**config.mk**
```make
export PLATFORM = sky130hd
export DESIGN_NAME = abmap_ctrl
export DESIGN_NICKNAME = d
export VERILOG_FILES = /design/src/rtl/abmap_pkg.sv /design/src/rtl/abmap_ctrl.sv
export SDC_FILE = /design/constraint.sdc
export NUM_CORES = 1
export LEC_CHECK = 0
export BUFFER_PORTS_ARGS = -buffer_cell sky130_fd_sc_hd__buf_2
export CAP_MARGIN = 10
export CORE_AREA = 2 2 39 41
export CTS_CLUSTER_DIAMETER = 30
export DETAILED_ROUTE_END_ITERATION = 16
export DIE_AREA = 0 0 41 43
export PLACE_DENSITY_LB_ADDON = 0.25
export SETUP_SLACK_MARGIN = 0.1
export SYNTH_ARGS = -nofsm -noshare
export SYNTH_HDL_FRONTEND = slang
export SYNTH_SLANG_ARGS = --single-unit
```
**constraint.sdc**
```tcl
create_clock -name clk_i -period 1 [get_ports clk_i]
set_clock_uncertainty 0.15 [all_clocks]
set_input_delay 0.1 -clock clk_i [delete_from_list [all_inputs] [get_ports clk_i]]
set_output_delay 0.1 -clock clk_i [all_outputs]
set_load 0.005 [all_outputs]
```
**src/rtl/abmap_pkg.sv**
```systemverilog
// shared constants, types and helpers for the arcade main bus map
package abmap_pkg;

  localparam int unsigned AddrWidth  = 16;
  localparam int unsigned DataWidth  = 8;
  localparam int unsigned MainDepth  = 65536;
  localparam int unsigned NvDepth    = 2048;
  localparam int unsigned LevelWidth = 8;
  localparam int unsigned IndexWidth = 6;

  // operation codes
  localparam logic [1:0] OP_READ    = 2'd0;
  localparam logic [1:0] OP_WRITE   = 2'd1;
  localparam logic [1:0] OP_PRELOAD = 2'd2;

  localparam logic [DataWidth-1:0] UNMAPPED_BYTE = 8'hff;
  localparam logic [DataWidth-1:0] MAIN_FILL     = 8'hff;
  localparam logic [DataWidth-1:0] NV_FILL       = 8'h00;

  // controller to datapath
  typedef struct packed {
    logic clear_en;   // sweep one entry of the stores
    logic accept;     // take the request on the input ports
    logic load_out;   // load the result registers
  } cmd_t;

  // datapath to controller
  typedef struct packed {
    logic clear_last; // sweep is on its final entry
  } status_t;

  // 3-bit level scaled by 36 (32 + 4)
  function automatic logic [LevelWidth-1:0] level3(input logic [2:0] v);
    level3 = {v, 5'b00000} + {3'b000, v, 2'b00};
  endfunction

endpackage

```
**src/rtl/abmap_ctrl.sv**
```systemverilog
// sequencing controller: clearing sweep, request intake and result hand-off
module abmap_ctrl import abmap_pkg::*; (
  input  logic    clk_i,
  input  logic    rst_ni,
  input  logic    in_valid_i,
  output logic    in_ready_o,
  output logic    out_valid_o,
  input  logic    out_ready_i,
  output cmd_t    cmd_o,
  input  status_t status_i
);

  typedef enum logic [1:0] {
    ST_CLEAR,
    ST_IDLE,
    ST_LOOKUP
  } state_e;

  state_e state_q, state_d;
  logic   out_valid_q, out_valid_d;
  logic   out_free;

  assign out_free = !out_valid_q || out_ready_i;

  always_comb begin
    state_d          = state_q;
    out_valid_d      = out_valid_q && !out_ready_i;
    cmd_o.clear_en   = 1'b0;
    cmd_o.accept     = 1'b0;
    cmd_o.load_out   = 1'b0;
    case (state_q)
      ST_CLEAR: begin
        cmd_o.clear_en = 1'b1;
        if (status_i.clear_last) begin
          state_d = ST_IDLE;
        end
      end
      ST_IDLE: begin
        if (in_valid_i) begin
          cmd_o.accept = 1'b1;
          state_d      = ST_LOOKUP;
        end
      end
      ST_LOOKUP: begin
        // wait for the result register to free up
        if (out_free) begin
          cmd_o.load_out = 1'b1;
          out_valid_d    = 1'b1;
          state_d        = ST_IDLE;
        end
      end
      default: begin
        state_d = ST_IDLE;
      end
    endcase
  end

  always_ff @(posedge clk_i or negedge rst_ni) begin
    if (!rst_ni) begin
      state_q     <= ST_CLEAR;
      out_valid_q <= 1'b0;
    end else begin
      state_q     <= state_d;
      out_valid_q <= out_valid_d;
    end
  end

  assign in_ready_o  = (state_q == ST_IDLE);
  assign out_valid_o = out_valid_q;

endmodule

```
==> impl_metrics.csv <==
group,metric,value,unit
run_status,outcome,"complete, but fails checks",
run_status,violations,"negative hold slack, negative setup slack",
final_layout,areaGrowthSynthToFinish,113,%
global_routing,grtUsageMet1,0.0391,
die,core-area,1380,sq um
drt,drtIter0Drc,0,
global_routing,grt_max_degree,6,
drt,dr.pass1.iters,1,
critical_path,cp-end-kind,"output port",
die,dieHeight,43,um
die,start_util,0.108,
sta,relSlewSlack,0.864,
synthesis,ys_seq_area_frac,0.500,
final_layout,fin_util,0.231,
synthesis,synth_area_per_cell,10.0,sq um
place,gp_congestion,0.602,
clocking,clk_latency,0.23,ns
sta,period_share,1.37,
final_layout,final_cell_mix,"buf_2, clkbuf_4, buf_4",
clocking,h-tree-depth,1,
sta,slew_viol_final,0,
die,rows,14,
drt,wl,387,um
clocking,cts_hold_buf,2,
global_routing,grt_pass1_wl,621,um
synthesis,syn_inst,15,
global_routing,grt_use_total,0.0615,
final_layout,drive_above_1_share,0.629,
global_routing,antenna_found_initial,0,
synthesis,yosys_warnings,0,
critical_path,critPathArrivalTime,1.12,ns
global_routing,overflow,0,
final_layout,fin_nets,41,
final_layout,final_common_cell,"buf_2",
die,die_x,41,um
place,numPortBuffers,9,
sta,setup_ws,-0.371,ns
sta,rsz0062_at_grt,"yes",
sta,finalSetupViolations,8,
sta,max_freq,0.730,GHz
clocking,clkTransAtPathRegs,0.04,ns
drt,drc,0,
die,die_area,1760,sq um
critical_path,cp-start-kind,"register",
clocking,numCtsBuffers,3,
synthesis,syn-num-nets,20,
synthesis,ys_ff_latch,3,
die,io_pins,10,
synthesis,syn_area,150,sq um
final_layout,num_antenna_cells,0,
place,dp_hpwl,289,um
clocking,clock_path_buffers,2,
global_routing,met2_usage,0.0875,
global_routing,globalRoute.busiestLayer,"met4",
sta,whs,-0.0224,ns
drt,viasPerCell,3.45,
critical_path,critPathMaxFanout,4,
power,power,830,uW
clocking,cts_root_buf,"clkbuf_4",
synthesis,synth.distinct_cells,11,
critical_path,crit_type,"reg -> out",
sta,setup_tns,-1.68,ns
sta,hold_viol,1,
global_routing,grt_pass1_vias,182,
drt,vias,176,
power,leakagePower,0.167,nW
final_layout,seq_area,76.3,sq um
sta,fin_crit,1.37,ns
drt,ant_nets,0,
final_layout,multi_input_area,80.1,sq um
power,powerDensity,2590,nW/um^2
critical_path,cp.required,0.75,ns
power,ir_worst_vdd,0.386,mV
hold_path,hp-class,"in -> reg",
clocking,cts_tree,"yes",
sta,max_slew.worst_pin.slew,0.202,ns
global_routing,grt_util_met3,0.0314,
clocking,cts.sinks,3,
drt,routedWlPerCell,7.59,um
final_layout,fillers,160,
job,maxCapViolCount,0,
place,post-place-ws,-0.123,ns
-- kinds of logic (layout without fill, tap and decap cells) --
| group | count (synthesis) | after routing | share of synthesized area |
|---|---|---|---|
| AND/OR/NAND/NOR | 8 | 8 | 0.383 |
| AO/OA/AOI/OAI | 2 | 2 | 0.0666 |
| flip-flops | 3 | 3 | 0.500 |
| buffers and inverters | 2 | 22 | 0.0500 |
-- layout make-up --
class,count,share of cell area
repair buffers,16,0.344
multi-input cells,10,0.250
flip-flops and latches,3,0.238
clock buffers,4,0.0820
well taps,16,0.0625
inverters,2,0.0234
-- Yosys cell counts (all sizes together) --
cell	instances	area (sq um)
and2b	1	8.76
and3b	1	8.76
o21ai	1	5.00
dfrtp	3	75.1
nor2	1	3.75
nor3	2	10.0
or2	1	6.26
a21oi	1	5.00
and4bb	1	12.5
or2b	1	7.51
inv	2	7.51
-- worst paths after layout --
kind | startpoint | endpoint | slack, ns | cells past startpoint
max | state_q[0] | cmd_o[0] | -0.37 | 3
min | status_i | state_q[0] | -0.02 | 3
max reg2reg | state_q[0] | state_q[1] | -0.19 | 3
min reg2reg | state_q[1] | state_q[0] | 0.45 | 2
max in group asynchronous | rst_ni | state_q[0] | 0.54 | 2
min in group asynchronous | rst_ni | state_q[1] | 0.04 | 2
-- flip-flops by register name, summed over array words and instances (netlist names) --
register	cells
out_valid_o	1
state_q	2
-- metrics by stage --
stage,instances,cell area (sq um)
5_1_grt,51,320
6_report,51,320
3_5_place_dp,43,238
3_3_place_gp,43,238
2_1_floorplan,15,150
4_1_cts,50,295
-- per-layer routing --
layer,routed length (um),up-vias
li1,-,90
met1,125,84
met2,251,2
met3,10,0
met4,0,0
met5,0,-
-- critical path: stages (launching register included) --
cell     delay [ns]
dfrtp_2        0.42
or2b_1         0.25
a21oi_2        0.10
buf_2          0.12
-- what timing repair did --
item | CTS | global route
pin swaps | 1 | 0
gates resized for setup | 1 | 5
setup endpoints to repair | 8 | 8
setup buffers | 1 | 1
endpoints found under the hold margin | 4 | 1
-- power breakdown --
| group | switching (mW) | total, mW | internal, mW | leakage [nW] |
|---|---|---|---|---|
| registers | 0.0476 | 0.225 | 0.177 | 0.0362 |
| logic | 0.136 | 0.398 | 0.262 | 0.116 |
| clock network | 0.0582 | 0.207 | 0.149 | 0.0150 |
| total | 0.242 | 0.830 | 0.588 | 0.167 |
(Power assumes the default switching activity.)
